$ cat src/rtl/birm_pkg.sv
// Shared types and constants of the beat interval rate meter.
`default_nettype none

package birm_pkg;

    // Averaging window and interval counter width.
    localparam int SAMPLE_COUNT  = 10;
    localparam int INTERVAL_BITS = 24;
    localparam int SLOT_BITS     = $clog2(SAMPLE_COUNT);
    localparam int SUM_BITS      = INTERVAL_BITS + $clog2(SAMPLE_COUNT);

    // Register and result widths.
    localparam int NUM_BITS       = 24;
    localparam int LIMIT_BITS     = 10;
    localparam int RATE_BITS      = 10;
    localparam int DIGIT_BITS     = 4;
    localparam int CFG_INDEX_BITS = 2;
    localparam int STEP_BITS      = $clog2(NUM_BITS);

    // Interval queue between front and back.
    localparam int FIFO_DEPTH    = 2;
    localparam int FIFO_PTR_BITS = $clog2(FIFO_DEPTH);
    localparam int FIFO_CNT_BITS = $clog2(FIFO_DEPTH + 1);

    localparam logic [INTERVAL_BITS-1:0] COUNT_MAX = '1;
    localparam logic [SLOT_BITS-1:0]     LAST_SLOT = SLOT_BITS'(SAMPLE_COUNT - 1);
    localparam logic [RATE_BITS-1:0]     RATE_MAX  = 10'd999;

    // Register indexes on the configuration port.
    localparam logic [CFG_INDEX_BITS-1:0] CFG_RATE_NUMERATOR  = 2'd0;
    localparam logic [CFG_INDEX_BITS-1:0] CFG_LOW_RATE_LIMIT  = 2'd1;
    localparam logic [CFG_INDEX_BITS-1:0] CFG_HIGH_RATE_LIMIT = 2'd2;

    // Register reset values.
    localparam logic [NUM_BITS-1:0]   RESET_NUMERATOR = 24'd2343750;
    localparam logic [LIMIT_BITS-1:0] RESET_LOW_LIMIT  = 10'd70;
    localparam logic [LIMIT_BITS-1:0] RESET_HIGH_LIMIT = 10'd160;

    // Decimal split by reciprocal multiplication, exact for rates up to 999.
    localparam int HUND_PROD_BITS = 16;
    localparam int HUND_RECIP     = 41;
    localparam int HUND_SHIFT     = 12;
    localparam int REM100_BITS    = 7;
    localparam int TENS_PROD_BITS = 15;
    localparam int TENS_RECIP     = 205;
    localparam int TENS_SHIFT     = 11;
    localparam int DEC_HUNDRED    = 100;
    localparam int DEC_TEN        = 10;

    // Queue fill status seen by both of its neighbors.
    typedef struct packed {
        logic full;
        logic empty;
    } t_fifo_stat;

    // One finished result.
    typedef struct packed {
        logic                  stable;
        logic [DIGIT_BITS-1:0] ones;
        logic [DIGIT_BITS-1:0] tens;
        logic [DIGIT_BITS-1:0] hundreds;
        logic [RATE_BITS-1:0]  rate;
    } t_rate_result;

    // Sequencer of the rate unit.
    typedef enum logic [2:0] {
        ST_IDLE,
        ST_DIV,
        ST_CLAMP,
        ST_HUND,
        ST_REM,
        ST_TENS,
        ST_ONES,
        ST_EMIT
    } t_back_state;

endpackage

`default_nettype wire

$ cat src/rtl/birm_front.sv
// Front part: counts ticks, keeps the interval ring and its running sum.
`default_nettype none

module birm_front import birm_pkg::*; (
    input  wire logic                i_clk,
    input  wire logic                i_rst_n,
    input  wire logic                i_valid,
    input  wire logic                i_tick,
    input  wire logic                i_beat,
    input  wire t_fifo_stat          i_fifo_stat,
    output logic                     o_ready,
    output logic                     o_push,
    output logic [SUM_BITS-1:0]      o_push_sum
);

    logic [INTERVAL_BITS-1:0] r_count;
    logic [INTERVAL_BITS-1:0] n_count;
    logic [INTERVAL_BITS-1:0] r_ring [SAMPLE_COUNT];
    logic [SLOT_BITS-1:0]     r_slot;
    logic [SLOT_BITS-1:0]     n_slot;
    logic [SUM_BITS-1:0]      r_sum;
    logic [SUM_BITS-1:0]      n_sum;
    logic [INTERVAL_BITS-1:0] w_count_inc;
    logic                     w_accept;

    // A request is taken whenever the queue can hold a possible interval.
    assign o_ready  = !i_fifo_stat.full;
    assign w_accept = i_valid && o_ready;

    // The tick of a slot counts before its beat; the counter saturates.
    always_comb begin
        w_count_inc = (i_tick && (r_count != COUNT_MAX)) ? r_count + 1'b1 : r_count;
        n_sum       = r_sum - SUM_BITS'(r_ring[r_slot]) + SUM_BITS'(w_count_inc);
        n_slot      = (r_slot == LAST_SLOT) ? '0 : r_slot + 1'b1;
        n_count     = i_beat ? '0 : w_count_inc;
    end

    assign o_push     = w_accept && i_beat;
    assign o_push_sum = n_sum;

    // Counter, ring, slot and sum registers.
    always_ff @(posedge i_clk) begin
        if (!i_rst_n) begin
            r_count <= '0;
            r_slot  <= '0;
            r_sum   <= '0;
            for (int i = 0; i < SAMPLE_COUNT; i++) begin
                r_ring[i] <= '0;
            end
        end else if (w_accept) begin
            r_count <= n_count;
            if (i_beat) begin
                r_ring[r_slot] <= w_count_inc;
                r_slot         <= n_slot;
                r_sum          <= n_sum;
            end
        end
    end

`ifndef SYNTHESIS
    // The write slot never leaves the ring.
    a_slot_in_ring: assert property (@(posedge i_clk) disable iff (!i_rst_n)
        r_slot <= LAST_SLOT)
        else $error("write slot outside the ring");
`endif

endmodule

`default_nettype wire

$ cat src/rtl/birm_fifo.sv
// Short queue of interval sums between the front and the rate unit.
`default_nettype none

module birm_fifo import birm_pkg::*; (
    input  wire logic                i_clk,
    input  wire logic                i_rst_n,
    input  wire logic                i_push,
    input  wire logic [SUM_BITS-1:0] i_push_sum,
    input  wire logic                i_pop,
    output t_fifo_stat               o_stat,
    output logic [SUM_BITS-1:0]      o_pop_sum
);

    logic [SUM_BITS-1:0]      r_mem [FIFO_DEPTH];
    logic [FIFO_PTR_BITS-1:0] r_wr_ptr;
    logic [FIFO_PTR_BITS-1:0] r_rd_ptr;
    logic [FIFO_CNT_BITS-1:0] r_count;

    assign o_stat.full  = (r_count == FIFO_CNT_BITS'(FIFO_DEPTH));
    assign o_stat.empty = (r_count == '0);
    assign o_pop_sum    = r_mem[r_rd_ptr];

    // Entry storage.
    always_ff @(posedge i_clk) begin
        if (i_push) begin
            r_mem[r_wr_ptr] <= i_push_sum;
        end
    end

    // Pointers and fill count.
    always_ff @(posedge i_clk) begin
        if (!i_rst_n) begin
            r_wr_ptr <= '0;
            r_rd_ptr <= '0;
            r_count  <= '0;
        end else begin
            if (i_push) begin
                r_wr_ptr <= r_wr_ptr + 1'b1;
            end
            if (i_pop) begin
                r_rd_ptr <= r_rd_ptr + 1'b1;
            end
            case ({i_push, i_pop})
                2'b10:   r_count <= r_count + 1'b1;
                2'b01:   r_count <= r_count - 1'b1;
                default: r_count <= r_count;
            endcase
        end
    end

`ifndef SYNTHESIS
    // Neither side works past the queue's limits.
    a_no_overflow: assert property (@(posedge i_clk) disable iff (!i_rst_n)
        !(i_push && !i_pop && o_stat.full))
        else $error("push into a full queue");
    a_no_underflow: assert property (@(posedge i_clk) disable iff (!i_rst_n)
        !(i_pop && o_stat.empty))
        else $error("pop from an empty queue");
`endif

endmodule

`default_nettype wire

$ cat src/rtl/birm_back.sv
// Back part: serial divide, clamp, decimal split and output register.
`default_nettype none

module birm_back import birm_pkg::*; (
    input  wire logic                  i_clk,
    input  wire logic                  i_rst_n,
    input  wire t_fifo_stat            i_fifo_stat,
    input  wire logic [SUM_BITS-1:0]   i_pop_sum,
    input  wire logic [NUM_BITS-1:0]   i_numerator,
    input  wire logic [LIMIT_BITS-1:0] i_low_limit,
    input  wire logic [LIMIT_BITS-1:0] i_high_limit,
    input  wire logic                  i_ready,
    output logic                       o_pop,
    output logic                       o_valid,
    output t_rate_result               o_result
);

    t_back_state               r_state;
    t_back_state               n_state;
    logic [SUM_BITS-1:0]       r_divisor;
    logic [SUM_BITS-1:0]       n_divisor;
    logic [SUM_BITS-1:0]       r_rem;
    logic [SUM_BITS-1:0]       n_rem;
    logic [NUM_BITS-1:0]       r_quo;
    logic [NUM_BITS-1:0]       n_quo;
    logic [STEP_BITS-1:0]      r_step;
    logic [STEP_BITS-1:0]      n_step;
    logic [RATE_BITS-1:0]      r_rate;
    logic [RATE_BITS-1:0]      n_rate;
    logic [DIGIT_BITS-1:0]     r_hund;
    logic [DIGIT_BITS-1:0]     n_hund;
    logic [DIGIT_BITS-1:0]     r_tens;
    logic [DIGIT_BITS-1:0]     n_tens;
    logic [DIGIT_BITS-1:0]     r_ones;
    logic [DIGIT_BITS-1:0]     n_ones;
    logic [REM100_BITS-1:0]    r_rem100;
    logic [REM100_BITS-1:0]    n_rem100;
    logic                      r_out_valid;
    logic                      n_out_valid;
    t_rate_result              r_out;
    t_rate_result              n_out;
    logic [SUM_BITS:0]         w_trial;
    logic [SUM_BITS:0]         w_diff;
    logic                      w_ge;
    logic [HUND_PROD_BITS-1:0] w_hund_prod;
    logic [TENS_PROD_BITS-1:0] w_tens_prod;

    assign o_valid  = r_out_valid;
    assign o_result = r_out;

    // One restoring step: bring down the next numerator bit and try the divisor.
    always_comb begin
        w_trial = {r_rem, r_quo[NUM_BITS-1]};
        w_diff  = w_trial - {1'b0, r_divisor};
        w_ge    = (w_trial >= {1'b0, r_divisor});
    end

    // Reciprocal products for the hundreds and tens digits.
    always_comb begin
        w_hund_prod = HUND_PROD_BITS'(r_rate) * HUND_PROD_BITS'(HUND_RECIP);
        w_tens_prod = TENS_PROD_BITS'(r_rem100) * TENS_PROD_BITS'(TENS_RECIP);
    end

    // Sequencer: next state and data path.
    always_comb begin
        n_state     = r_state;
        n_divisor   = r_divisor;
        n_rem       = r_rem;
        n_quo       = r_quo;
        n_step      = r_step;
        n_rate      = r_rate;
        n_hund      = r_hund;
        n_tens      = r_tens;
        n_ones      = r_ones;
        n_rem100    = r_rem100;
        n_out       = r_out;
        n_out_valid = r_out_valid && !i_ready;
        o_pop       = 1'b0;
        case (r_state)
            ST_IDLE: begin
                if (!i_fifo_stat.empty) begin
                    o_pop     = 1'b1;
                    n_divisor = i_pop_sum;
                    n_rem     = '0;
                    n_step    = STEP_BITS'(NUM_BITS - 1);
                    // An empty window reads as the top rate.
                    if (i_pop_sum == '0) begin
                        n_quo   = NUM_BITS'(RATE_MAX);
                        n_state = ST_CLAMP;
                    end else begin
                        n_quo   = i_numerator;
                        n_state = ST_DIV;
                    end
                end
            end
            ST_DIV: begin
                n_rem  = w_ge ? w_diff[SUM_BITS-1:0] : w_trial[SUM_BITS-1:0];
                n_quo  = {r_quo[NUM_BITS-2:0], w_ge};
                n_step = r_step - 1'b1;
                if (r_step == '0) begin
                    n_state = ST_CLAMP;
                end
            end
            ST_CLAMP: begin
                n_rate  = (r_quo > NUM_BITS'(RATE_MAX)) ? RATE_MAX : r_quo[RATE_BITS-1:0];
                n_state = ST_HUND;
            end
            ST_HUND: begin
                n_hund  = w_hund_prod[HUND_SHIFT +: DIGIT_BITS];
                n_state = ST_REM;
            end
            ST_REM: begin
                n_rem100 = REM100_BITS'(r_rate
                    - RATE_BITS'(r_hund) * RATE_BITS'(DEC_HUNDRED));
                n_state  = ST_TENS;
            end
            ST_TENS: begin
                n_tens  = w_tens_prod[TENS_SHIFT +: DIGIT_BITS];
                n_state = ST_ONES;
            end
            ST_ONES: begin
                n_ones  = DIGIT_BITS'(r_rem100
                    - REM100_BITS'(r_tens) * REM100_BITS'(DEC_TEN));
                n_state = ST_EMIT;
            end
            ST_EMIT: begin
                // Load the output register once it is free or being emptied.
                if (!r_out_valid || i_ready) begin
                    n_out.rate     = r_rate;
                    n_out.hundreds = r_hund;
                    n_out.tens     = r_tens;
                    n_out.ones     = r_ones;
                    n_out.stable   = (r_rate >= i_low_limit) && (r_rate <= i_high_limit);
                    n_out_valid    = 1'b1;
                    n_state        = ST_IDLE;
                end
            end
            default: begin
                n_state = ST_IDLE;
            end
        endcase
    end

    // Control registers.
    always_ff @(posedge i_clk) begin
        if (!i_rst_n) begin
            r_state     <= ST_IDLE;
            r_out_valid <= 1'b0;
        end else begin
            r_state     <= n_state;
            r_out_valid <= n_out_valid;
        end
    end

    // Data path registers.
    always_ff @(posedge i_clk) begin
        r_divisor <= n_divisor;
        r_rem     <= n_rem;
        r_quo     <= n_quo;
        r_step    <= n_step;
        r_rate    <= n_rate;
        r_hund    <= n_hund;
        r_tens    <= n_tens;
        r_ones    <= n_ones;
        r_rem100  <= n_rem100;
        r_out     <= n_out;
    end

`ifndef SYNTHESIS
    // A shown rate stays in range and its digits spell it.
    a_rate_range: assert property (@(posedge i_clk) disable iff (!i_rst_n)
        r_out_valid |-> (r_out.rate <= RATE_MAX))
        else $error("rate above its clamp");
    a_digits_match: assert property (@(posedge i_clk) disable iff (!i_rst_n)
        r_out_valid |-> (r_out.rate == RATE_BITS'(r_out.hundreds) * RATE_BITS'(DEC_HUNDRED)
            + RATE_BITS'(r_out.tens) * RATE_BITS'(DEC_TEN) + RATE_BITS'(r_out.ones)))
        else $error("digits do not match the rate");
    // The divider never runs on an empty window.
    a_div_nonzero: assert property (@(posedge i_clk) disable iff (!i_rst_n)
        (r_state == ST_DIV) |-> (r_divisor != '0))
        else $error("divide by zero");
`endif

endmodule

`default_nettype wire

$ cat src/rtl/beat_interval_rate_meter.sv
// Top level of the beat interval rate meter: registers, queue and the two parts.
//
// Input stream: one request per event slot, tdata bit 0 = timer tick,
// bit 1 = beat edge. Slots are taken one per cycle while the interval
// queue has room; a slot without a beat produces nothing.
// Output stream: one result per beat with the averaged rate over the last
// ten intervals, its three decimal digits and an in-range flag.
// Configuration: writes of register index and data, always ready; the
// numerator and the two rate limits are used by the next beats.
// Processing: the rate unit pops a beat's window sum from the queue,
// divides the numerator by a nonzero sum in the bit-serial divider, then
// clamps the quotient, splits it into decimal digits and loads the output register.
// The shared divider takes a new sum only after the last result is loaded;
// two beats can wait in the queue before the input stalls.
// Stalls: a result waits in the output register; the rate unit holds the
// next finished result until it is taken, and the queue then fills.
// Reset: synchronous, active low; clears the counter, ring, sum, queue and
// the output, and loads the register defaults.
`default_nettype none

module beat_interval_rate_meter import birm_pkg::*; (
    input  wire logic                      i_clk,
    input  wire logic                      i_rst_n,
    // Input slots.
    input  wire logic                      s_axis_tvalid,
    output logic                           s_axis_tready,
    input  wire logic [7:0]                s_axis_tdata,  // [0] tick, [1] beat, rest zero
    // Results.
    output logic                           m_axis_tvalid,
    input  wire logic                      m_axis_tready,
    output logic [23:0]                    m_axis_tdata,  // [9:0] rate_bpm,
                                                          // [13:10] digit_hundreds,
                                                          // [17:14] digit_tens,
                                                          // [21:18] digit_ones,
                                                          // [22] stable, [23] zero
    // Configuration writes.
    input  wire logic                      i_cfg_valid,
    output logic                           o_cfg_ready,
    input  wire logic [CFG_INDEX_BITS-1:0] i_cfg_index,
    input  wire logic [NUM_BITS-1:0]       i_cfg_data
);

    logic [NUM_BITS-1:0]   r_numerator;
    logic [LIMIT_BITS-1:0] r_low_limit;
    logic [LIMIT_BITS-1:0] r_high_limit;
    t_fifo_stat            w_fifo_stat;
    logic                  w_push;
    logic [SUM_BITS-1:0]   w_push_sum;
    logic                  w_pop;
    logic [SUM_BITS-1:0]   w_pop_sum;
    t_rate_result          w_result;

    // Configuration registers; an unknown index is dropped.
    assign o_cfg_ready = 1'b1;

    always_ff @(posedge i_clk) begin
        if (!i_rst_n) begin
            r_numerator  <= RESET_NUMERATOR;
            r_low_limit  <= RESET_LOW_LIMIT;
            r_high_limit <= RESET_HIGH_LIMIT;
        end else if (i_cfg_valid && o_cfg_ready) begin
            case (i_cfg_index)
                CFG_RATE_NUMERATOR:  r_numerator  <= i_cfg_data;
                CFG_LOW_RATE_LIMIT:  r_low_limit  <= i_cfg_data[LIMIT_BITS-1:0];
                CFG_HIGH_RATE_LIMIT: r_high_limit <= i_cfg_data[LIMIT_BITS-1:0];
                default:             r_numerator  <= r_numerator;
            endcase
        end
    end

    // Interval front end.
    birm_front u_front (
        .i_clk       (i_clk),
        .i_rst_n     (i_rst_n),
        .i_valid     (s_axis_tvalid),
        .i_tick      (s_axis_tdata[0]),
        .i_beat      (s_axis_tdata[1]),
        .i_fifo_stat (w_fifo_stat),
        .o_ready     (s_axis_tready),
        .o_push      (w_push),
        .o_push_sum  (w_push_sum)
    );

    // Queue of window sums.
    birm_fifo u_fifo (
        .i_clk      (i_clk),
        .i_rst_n    (i_rst_n),
        .i_push     (w_push),
        .i_push_sum (w_push_sum),
        .i_pop      (w_pop),
        .o_stat     (w_fifo_stat),
        .o_pop_sum  (w_pop_sum)
    );

    // Rate unit.
    birm_back u_back (
        .i_clk        (i_clk),
        .i_rst_n      (i_rst_n),
        .i_fifo_stat  (w_fifo_stat),
        .i_pop_sum    (w_pop_sum),
        .i_numerator  (r_numerator),
        .i_low_limit  (r_low_limit),
        .i_high_limit (r_high_limit),
        .i_ready      (m_axis_tready),
        .o_pop        (w_pop),
        .o_valid      (m_axis_tvalid),
        .o_result     (w_result)
    );

    // Result packing, first field in the lowest bits.
    assign m_axis_tdata = {1'b0, w_result.stable, w_result.ones, w_result.tens,
                           w_result.hundreds, w_result.rate};

endmodule

`default_nettype wire

$ cat config.mk
export PLATFORM = sky130hd
export DESIGN_NAME = beat_interval_rate_meter
export DESIGN_NICKNAME = d
export VERILOG_FILES = /design/src/rtl/birm_pkg.sv /design/src/rtl/birm_front.sv /design/src/rtl/birm_fifo.sv /design/src/rtl/birm_back.sv /design/src/rtl/beat_interval_rate_meter.sv
export SDC_FILE = /design/constraint.sdc
export NUM_CORES = 1
export LEC_CHECK = 0
export BUFFER_PORTS_ARGS = -buffer_cell sky130_fd_sc_hd__buf_2
export CAP_MARGIN = 20
export CORE_UTILIZATION = 25
export DETAILED_ROUTE_END_ITERATION = 16
export PLACE_DENSITY = 0.42
export SYNTH_ARGS = -nofsm -noshare
export SYNTH_HDL_FRONTEND = slang
export SYNTH_SLANG_ARGS = --single-unit
$ cat constraint.sdc
create_clock -name i_clk -period 11.7 [get_ports i_clk]
set_input_delay 0.585 -clock i_clk [delete_from_list [all_inputs] [get_ports i_clk]]
set_output_delay 0.585 -clock i_clk [all_outputs]
set_load 0.02 [all_outputs]
* Yosys cells after proc, flatten, opt, wreduce, memory -nomap -nowiden
Memory sizes are Yosys's and may differ from the RTL's. A register that Yosys moved wholly into a read port is not among the register bits.
Index checks and enable logic that the tools add are counted.
** Word-level totals
- Memories :: 2
- Register bits after elaboration :: 245
- RAM bits :: 296
** Memory list
- u_front.r_ring :: words 10, width 24, rd ports 1, clocked after Yosys merged registers in 1, write ports 10, RTL line birm_front.sv:18 : logic [INTERVAL_BITS-1:0] r_ring [SAMPLE_COUNT];
- u_fifo.r_mem :: words 2, width 28, rd ports 1, clocked after Yosys merged registers in 1, write ports 1, RTL line birm_fifo.sv:14 : logic [SUM_BITS-1:0] r_mem [FIFO_DEPTH];
** Operators by class
- Multiply operators :: 4
- Bitwise logic cells :: 1
- Equal/unequal tests :: 17
- Order comparisons :: 4
- Multiplexer cells :: 35
- Reductions and logical operators :: 25
- $add $sub $neg :: 12
** Operator list (number)
- two-way mux 24 bit :: 5
- two-way mux 28 bit :: 2
- case mux 28 bit (2 select lines) :: 1
- case mux 24 bit (2 select lines) :: 1
- greater-or-equal comparator 29 x 28 -> 1 bit :: 1
- adder 28 x 24 -> 28 bit :: 1
- zero test 28 bit :: 1
- subtractor 28 x 24 -> 28 bit :: 1
- subtractor 28 bit :: 1
- adder 24 x 1 -> 24 bit, second input constant :: 1
- greater-than comparator 24 x 10 -> 1 bit, second input constant :: 1
- != test 24 bit, second input constant :: 1
- case mux 3 bit (8 select lines) :: 1
- OR reduction 24 bit :: 1
- multiplier 10 x 6 -> 16 bit, second input constant :: 1
- two-way mux 4 bit :: 4
- multiplier 7 x 8 -> 15 bit, second input constant :: 1
- two-way mux 1 bit :: 14
- AND reduction 2 bit :: 7
- equality test 3 bit, second input constant :: 4
- greater-or-equal comparator 10 bit :: 1
- <= comparator 10 bit :: 1
- case mux 5 bit (2 select lines) :: 1
- two-way mux 3 bit :: 3
- 28 further kinds :: 42

* Longest topological paths before layout
Gate-level depths: netlist of the first run.
- Word-level depth :: 8
- Gate-level depth with buffers :: 22
- Mapped depth without buffers :: 20

* Modules after synthesis
From an unflattened synthesis of the first run, not the netlist that was laid out.
** Unflattened totals
- Cells, all modules :: 2707
- Area total of the unflattened synthesis :: 34383.0 um^2
** By module, submodules not included
- birm_front :: sequential area each 12732.2 um^2, cells an instance 1569, area an instance 21195.3 um^2, times used 1
- birm_back :: sequential area each 4194.0 um^2, cells an instance 843, area an instance 9090.0 um^2, times used 1
- birm_fifo :: sequential area each 1781.7 um^2, cells an instance 109, area an instance 2230.9 um^2, times used 1
- beat_interval_rate_meter :: sequential area each 880.8 um^2, cells an instance 186, area an instance 1866.8 um^2, times used 1

* Worst setup path before layout of the first run
OpenSTA, ideal clock, no wires.
- Kind :: reg2reg
- From :: register u_back.r_state[1]
- To :: register u_back.r_quo[0] (enable)
- Cell stages (with the launch flop) :: 4
- Path buffers :: 1
- Slack :: 6160 ps
- Clock period less this slack :: 5540 ps
- Library setup time :: 422 ps
- Data arrival time :: 5118 ps
- Cells stage by stage :: dfxtp_1 > clkbuf_1 > nor4_1 > nand2b_1
** On the way
- Cells in the longest elaborated chain, start to end :: 3
** RTL lines
- start: declaration :: RTL line birm_back.sv:18 : t_back_state r_state;
- start signal: assignment :: RTL line birm_back.sv:150 : r_state <= n_state;
- zero test 3 bit / equality test 3 x 1 -> 1 bit (equally long branches) :: RTL line birm_back.sv:79 : case (r_state)
- != test 2 bit (no source line) / nonzero test 2 bit (equally long branches)
- AND reduction 2 bit (no source line) (*)
- end signal: assignment :: RTL line birm_back.sv:159 : r_quo <= n_quo;
- end: declaration :: RTL line birm_back.sv:24 : logic [NUM_BITS-1:0] r_quo;
Every way passes the cells marked *; elsewhere a longest branch is shown, timed or not.
A chain may end at the register's enable or synchronous reset.

==> run_results.csv, run 1 <==
group,metric,value,unit
run_status,run_status,"completed",
sta,timing_worst_slew_pin_value,1.03,ns
setup_path,timing.setup.critical_path_class,"reg -> reg",
placement,numPlacedInstances,4384,
sta,finalSetupViolCount,0,
routing,detail_route.wirelength,89100,um
sta,timing_max_transition_violations_final,0,
finish,final_nets,2929,
pwr,max-vdd-ir-drop,0.126,mV
yosys,average_cell_area_after_synthesis,12.7,um^2
yosys,sequential_share_of_the_synthesized_area,58.2,%
yosys,synthesis.yosys.warnings,0,
yosys,synth_flop_cell,"edfxtp_1",
routing,number_of_remaining_drc_errors,0,
sta,rsz0062_at_grt,"no",
global_routing,grt_overflow_total,0,
setup_path,cp_max_fo,44,
global_routing,all_layer_global_routing_usage,13.1,%
yosys,synth_fp_nets,2873,
clock_tree,cts_hold_buf,0,
sta,max_clock_skew,0.0506,ns
clock_tree,post-cts-setup-buffers,0,
clock_tree,tritoncts_num_sinks,690,
sta,post-route-period-util,53.3,%
min_path,hold_class,"in -> reg",
die,fp.dieH,369,um
min_path,min-delay-start,"i_cfg_data[17]",
global_routing,grt_first_pass_wirelength,134000,um
yosys,synth_top_area_share,51.5,%
die,io_pins,66,
yosys,count_of_flip_flops_with_a_built_in_enable_after_synthesis,577,
global_routing,grt_start_max_net_pins,53,
yosys,post_synth_inst_count,2643,
sta,max_clock_freq,0.160,GHz
flow_run,maxCapViolCount,0,
sta,finalSetupTns,0,ns
setup_path,worst_r2r_path_depth,15,
clock_tree,cts_resized,0,
sta,min_period,6.24,ns
finish,flow.area_growth_from_synthesis,15.6,%
finish,post_route_cells_drive_above_1_share,15.8,%
setup_path,regToRegEndpoint,"u_front.r_sum[26]$_SDFFE_PN0P_",
die,chipWidth,369,um
placement,gpl.final_weighted_congestion,0.765,
clock_tree,root_buffer,"clkbuf_16",
clock_tree,clk_latency,0.66,ns
clock_tree,clkTransAtPathRegs,0.06,ns
sta,layout_setup_ws,5.46,ns
routing,detail_route.wl_per_cell,19.6,um
die,core_area,133000,um^2
die,initial_utilization,25.2,%
setup_path,crit_path_end,"u_front.r_sum[26]$_SDFFE_PN0P_",
global_routing,number_of_global_route_vias_before_repair,20786,
setup_path,timing.critical_path.arrival,6.76,ns
yosys,synth_top_cells_by_count,"577 x edfxtp_1, 304 x nor2_1, 243 x nand2_1",
clock_tree,tritoncts_clock_tree,"done",
routing,detailedRoute.firstPassIterationCount,5,
pwr,power_density,212,nW/um^2
setup_path,endpoint_kind,"register",
yosys,netlist_top_cells_area,"edfxtp_1 52%, mux4_2 8.0%, dfxtp_1 6.7%",
setup_path,timing.critical_path.from_type,"register",
yosys,synth_cell_type_count,76,
setup_path,reg2reg_setup_slack,5.46,ns
yosys,synth_async_sr_flop_share,0,%
routing,avgViaCountPerCell,4.49,
clock_tree,htree_num_levels,3,
placement,dpl.hpwl,57300,um
clock_tree,cts_max_path_buffers,3,
clock_tree,cts_made_buffers,81,
pwr,leakage,13.7,nW
placement,place.port_buffers,57,
routing,detailed_router_s_first_iteration_violation_count,1308,
die,die-area,136000,um^2
placement,post-place-ws,5.42,ns
setup_path,cp_data_required_time,12.22,ns
finish,antenna_cells,0,
finish,fin_area,38900,um^2
sta,slew_headroom,30.9,%
yosys,synthesis.area,33600,um^2
yosys,yosys.area.top_type,"edfxtp_1",
placement,dpl-instance-area,36100,um^2
routing,antenna_left,0,
yosys,synthMostInstantiatedCell,"edfxtp_1",
die,core.rowCount,134,
yosys,synth.ff_latch_count,690,
finish,final_cell_count_no_fill,4535,
global_routing,grt_antenna_before_repair,1,
routing,routed-via-count,20342,
sta,timing.final.hold_violations,0,
-- registers in the layout, indices dropped and copies added, names as in the netlist, 2 cells and up, named ones only --
signal            flops
r_high_limit         10
u_back.o_result      23
u_fifo.r_count        2
u_back.r_rem         28
u_back.r_tens         4
u_back.r_divisor     28
u_fifo.r_mem         56
u_front.r_count      24
u_back.r_state        3
u_back.r_ones         4
u_back.r_step         5
u_back.r_quo         24
r_numerator          24
u_back.r_rem100       7
u_back.r_hund         4
u_front.r_ring      384
u_front.r_slot        4
u_back.r_rate        10
r_low_limit          10
u_front.r_sum        28
-- critical path: stages, from the launching register on --
cell,delay [ns]
dfxtp_4,0.79
buf_4,0.88
mux4_2,0.61
mux4_2,0.56
fa_1,0.53
inv_1,0.07
fa_1,0.48
a211oi_1,0.23
o21bai_1,0.14
o21a_1,0.24
nor4_1,0.56
o31ai_1,0.26
nand4_1,0.16
a32oi_1,0.12
xor2_1,0.20
o21ba_2,0.22
-- cell usage in the layout, fill, tap and decap left out, types with 27 or more instances in the layout --
cell,Yosys,layout
edfxtp_1,577,577
nor2_1,304,296
nand2_1,243,242
inv_1,190,190
ha_1,152,152
mux4_2,120,120
dfxtp_1,113,110
o21ai_0,93,91
clkbuf_16,0,81
a21oi_1,68,68
xnor2_1,65,64
buf_4,4,62
buf_2,19,56
a21boi_0,53,53
fa_1,39,39
nand3_1,38,38
nor2b_1,33,33
a21o_1,31,31
mux2_2,29,29
nand2b_1,29,28
xor2_1,27,27
-- through the flow --
| step | total power [mW] | hold slack (ns) | util (%) |
|---|---|---|---|
| after floorplan | 5.04 | 0.400 | - |
| after global placement | 5.69 | 0.406 | 27.1 |
| after detailed placement | 5.69 | 0.406 | 27.1 |
| after CTS | 8.36 | 0.140 | 29.1 |
| after global routing | 8.72 | 0.180 | 29.1 |
| final | 8.23 | 0.195 | 29.1 |
-- final cells by class --
class	instances	area [um^2]
Tap cell	1768	2210
Multi-Input combinational cell	1617	12800
Clock buffer	104	2160
Fill cell	13751	94600
Timing Repair Buffer	118	746
Inverter	191	717
Clock inverter	47	592
Sequential cell	690	19600
-- worst min-delay path by stage --
stage | depth (start not counted) | endpoint
global placement | 0 | u_back.o_result[20]$_DFFE_PP_
global route | 3 | r_numerator[18]$_SDFFE_PN0P_
floorplan | 0 | u_back.o_result[17]$_DFFE_PP_
detailed placement | 0 | u_back.o_result[18]$_DFFE_PP_
finish | 3 | r_numerator[17]$_SDFFE_PN1P_
CTS | 3 | r_numerator[11]$_SDFFE_PN0P_
-- routing by layer --
metal  vias up  routed length (um)  track usage, %
li1       9658                   -               -
met2       324               42500            21.8
met3       137                2740            1.74
met1     10223               41500            17.6
met4         0                2360            4.09
met5         -                   0               0
-- kinds of logic after synthesis --
| group | synth area share, % |
|---|---|
| compound gates | 6.63 |
| xor+xnor | 2.44 |
| buf+inv | 3.89 |
| fa+ha+maj | 7.97 |
| mux | 9.78 |
| other cells | 0.0223 |
| simple gates | 11.0 |
| flops | 58.2 |
-- power breakdown --
part	switching (mW)	internal [mW]
sequential	0.152	3.10
clock	1.07	1.56
combinational	1.41	0.946
total	2.63	5.60
Note: power is estimated with default switching activity, not from simulation.
==> inputs of run 2 (changes only) <==
PLACE_DENSITY = 0.43   (was 0.42)
clock period = 5.65 ns   (was 11.7 ns; I/O delays follow)
==> run 2 against run 1 <==
Compared with the run above:
- global-route usage is 0.078 points higher
- cell count is 1.2% higher
- sequential power increased by 110%
- combinational power up 110%
- wire length grew 0.37%
- sequential cell count stayed put
- sequential share of layout area fell by 0.68 points
- maximum frequency up 21%
- clock power increased by 100%
- critical path type unchanged
- critical endpoint is now u_front.r_sum[23]$_SDFFE_PN0P_
==> run_results.csv, run 2 (synthesized netlist as in run 1, its figures left out) <==
group,metric,value,unit
global_routing,number_of_global_route_vias_before_repair,21056,
finish,final_cell_count_no_fill,4588,
die,chipWidth,369,um
clock_tree,cts_made_buffers,79,
pwr,seq_power_share,39.5,%
finish,largest_register_ff_count,384,
pwr,power_switching,5.47,mW
setup_path,crit_chain,"buf_12 -> buf_12 -> mux4_2 -> mux4_2 -> inv_1 -> fa_1 -> ha_1 -> o21ai_0 -> o21ai_0 -> a31oi_1 -> o21a_1 -> o41ai_1 -> a21oi_1 -> xnor2_1 -> nand2_1 -> a21boi_0",
pwr,power_density,432,nW/um^2
setup_path,critPathMaxStageDelay,0.58,ns
sta,timing.final.hold_violations,0,
sta,max_clock_freq,0.193,GHz
clock_tree,root_buffer,"clkbuf_16",
setup_path,endpoint_kind,"register",
finish,layout_common_cells,"577 x edfxtp_1, 296 x nor2_1, 242 x nand2_1",
global_routing,all_layer_global_routing_usage,13.2,%
placement,place.port_buffers,57,
sta,finalSetupViolCount,0,
routing,number_of_remaining_drc_errors,0,
setup_path,critical_path.top_delay_family,"compound AO/OA/AOI/OAI gates",
die,core_area,133000,um^2
setup_path,timing.critical_path.from_type,"register",
finish,post_route_cells_drive_above_1_share,16.6,%
pwr,clockPowerShare,31.2,%
setup_path,cell_at_the_slowest_stage_of_the_critical_path,"o41ai_1",
routing,detailed_router_s_first_iteration_violation_count,1401,
setup_path,worstPathBufferInverterCount,3,
sta,rsz0062_at_grt,"no",
clock_tree,clkTransAtPathRegs,0.06,ns
routing,detailedRoute.firstPassIterationCount,5,
setup_path,timing.setup.critical_path_class,"reg -> reg",
min_path,hold_class,"in -> reg",
clock_tree,tritoncts_clock_tree,"done",
sta,max_clock_skew,0.0442,ns
routing,avgViaCountPerCell,4.48,
clock_tree,tritoncts_num_sinks,690,
die,io_pins,66,
setup_path,cp_max_fo,13,
global_routing,grt_start_max_net_pins,50,
placement,post-place-ws,0.339,ns
global_routing,grt_overflow_total,0,
finish,final_util,29.5,%
setup_path,cp_data_required_time,6.23,ns
finish,flow.area_growth_from_synthesis,17.1,%
pwr,leakage,14.0,nW
finish,top_regs,"u_front.r_ring (384), u_fifo.r_mem (56)",
pwr,max-vdd-ir-drop,0.249,mV
die,die-area,136000,um^2
finish,antenna_cells,0,
sta,timing_worst_slew_pin_value,1.05,ns
placement,dpl.hpwl,59300,um
sta,post-route-period-util,91.6,%
run_status,run_status,"completed",
routing,detail_route.wl_per_cell,19.5,um
sta,layout_setup_ws,0.474,ns
placement,numPlacedInstances,4416,
finish,final_nets,2984,
placement,gpl.final_weighted_congestion,0.802,
clock_tree,htree_num_levels,3,
finish,largest_register,"u_front.r_ring",
clock_tree,clk_latency,0.68,ns
pwr,power_report.internal_total,11.5,mW
sta,min_period,5.18,ns
finish,most_frequent_standard_cell_in_the_layout_excluding_fill_and_tap_cells,"edfxtp_1",
flow_run,maxCapViolCount,0,
clock_tree,post-cts-setup-buffers,0,
routing,routed-via-count,20561,
die,fp.dieH,369,um
pwr,p_comb_share,29.3,%
global_routing,grt_first_pass_wirelength,135000,um
sta,finalSetupTns,0,ns
sta,timing_max_transition_violations_final,0,
global_routing,grt_antenna_before_repair,0,
finish,final.fill_count,13742,
die,core.rowCount,134,
sta,slew_headroom,30.1,%
die,initial_utilization,25.2,%
routing,antenna_left,0,
pwr,power.switching_fraction,32.2,%
setup_path,timing.critical_path.arrival,5.76,ns
clock_tree,cts_max_path_buffers,3,
routing,detail_route.wirelength,89400,um
run 2: final timing paths:
check                              from  depth (start not counted)                             end  slack [ns]
max                            register                         16  u_front.r_sum[23]$_SDFFE_PN0P_        0.47
min reg2reg  u_back.r_ones[3]$_DFFE_PP_                          0   u_back.o_result[21]$_DFFE_PP_        0.43
min                             i_rst_n                          2     r_numerator[9]$_SDFFE_PN1P_        0.07
max reg2reg                    register                         16  u_front.r_sum[23]$_SDFFE_PN0P_        0.47
run 2: worst register-to-register path, stage by stage, from the launching register on:
cell and delay [ns]:
dfxtp_4 0.51, buf_12 0.23, buf_12 0.18, mux4_2 0.52, mux4_2 0.56, inv_1 0.11, fa_1 0.42, ha_1 0.36
o21ai_0 0.12, o21ai_0 0.19, a31oi_1 0.21, o21a_1 0.28, o41ai_1 0.58, a21oi_1 0.19, xnor2_1 0.38, nand2_1 0.09
a21boi_0 0.16
run 2: area by class of cell:
| cell class | instances | area, um^2 | area share [%] |
|---|---|---|---|
| sequential | 690 | 19600 | 49.7 |
| multi-input combinational | 1617 | 12900 | 32.6 |
| clock buffer | 108 | 2220 | 5.63 |
| tap | 1768 | 2210 | 5.61 |
| timing repair buffer | 175 | 1340 | 3.39 |
| inverter | 191 | 717 | 1.82 |
| clock inverter | 39 | 467 | 1.18 |
run 2: per-stage QoR:
step	area [um^2]	power (mW)	hold slack, ns
after global placement	36500	11.8	0.408
final	39400	17.0	0.0676
after detailed placement	36500	11.8	0.414
after CTS	39400	17.2	0.00400
after floorplan	33600	10.4	0.400
after global routing	39400	18.1	0.0474
run 2: power groups by stage:
stage	logic [mW]	registers [mW]	clock network, mW
floorplan	3.73	6.71	0
global placement	5.02	6.82	0
detailed placement	5.00	6.83	0
CTS	5.05	6.73	5.47
global route	5.61	6.79	5.66
finish	4.98	6.72	5.31
run 2: what timing repair did:
item / 4_1_cts / 5_1_grt
gates resized for setup: 0 / 2
hold endpoints to repair: 46 / 0
hold buffers: 25 / 0
endpoints found under the setup margin: 0 / 7
run 2: per-layer routing:
metal  wire [um]  track usage, %  vias to the layer above  part of all wire (%)
met5           0               0                        -                     0
li1            -               -                     9749                     -
met1       41300            17.7                    10331                    46
met2       42800            21.9                      367                    48
met3        3240            2.13                      114                   3.6
met4        2150            3.50                        0                   2.4
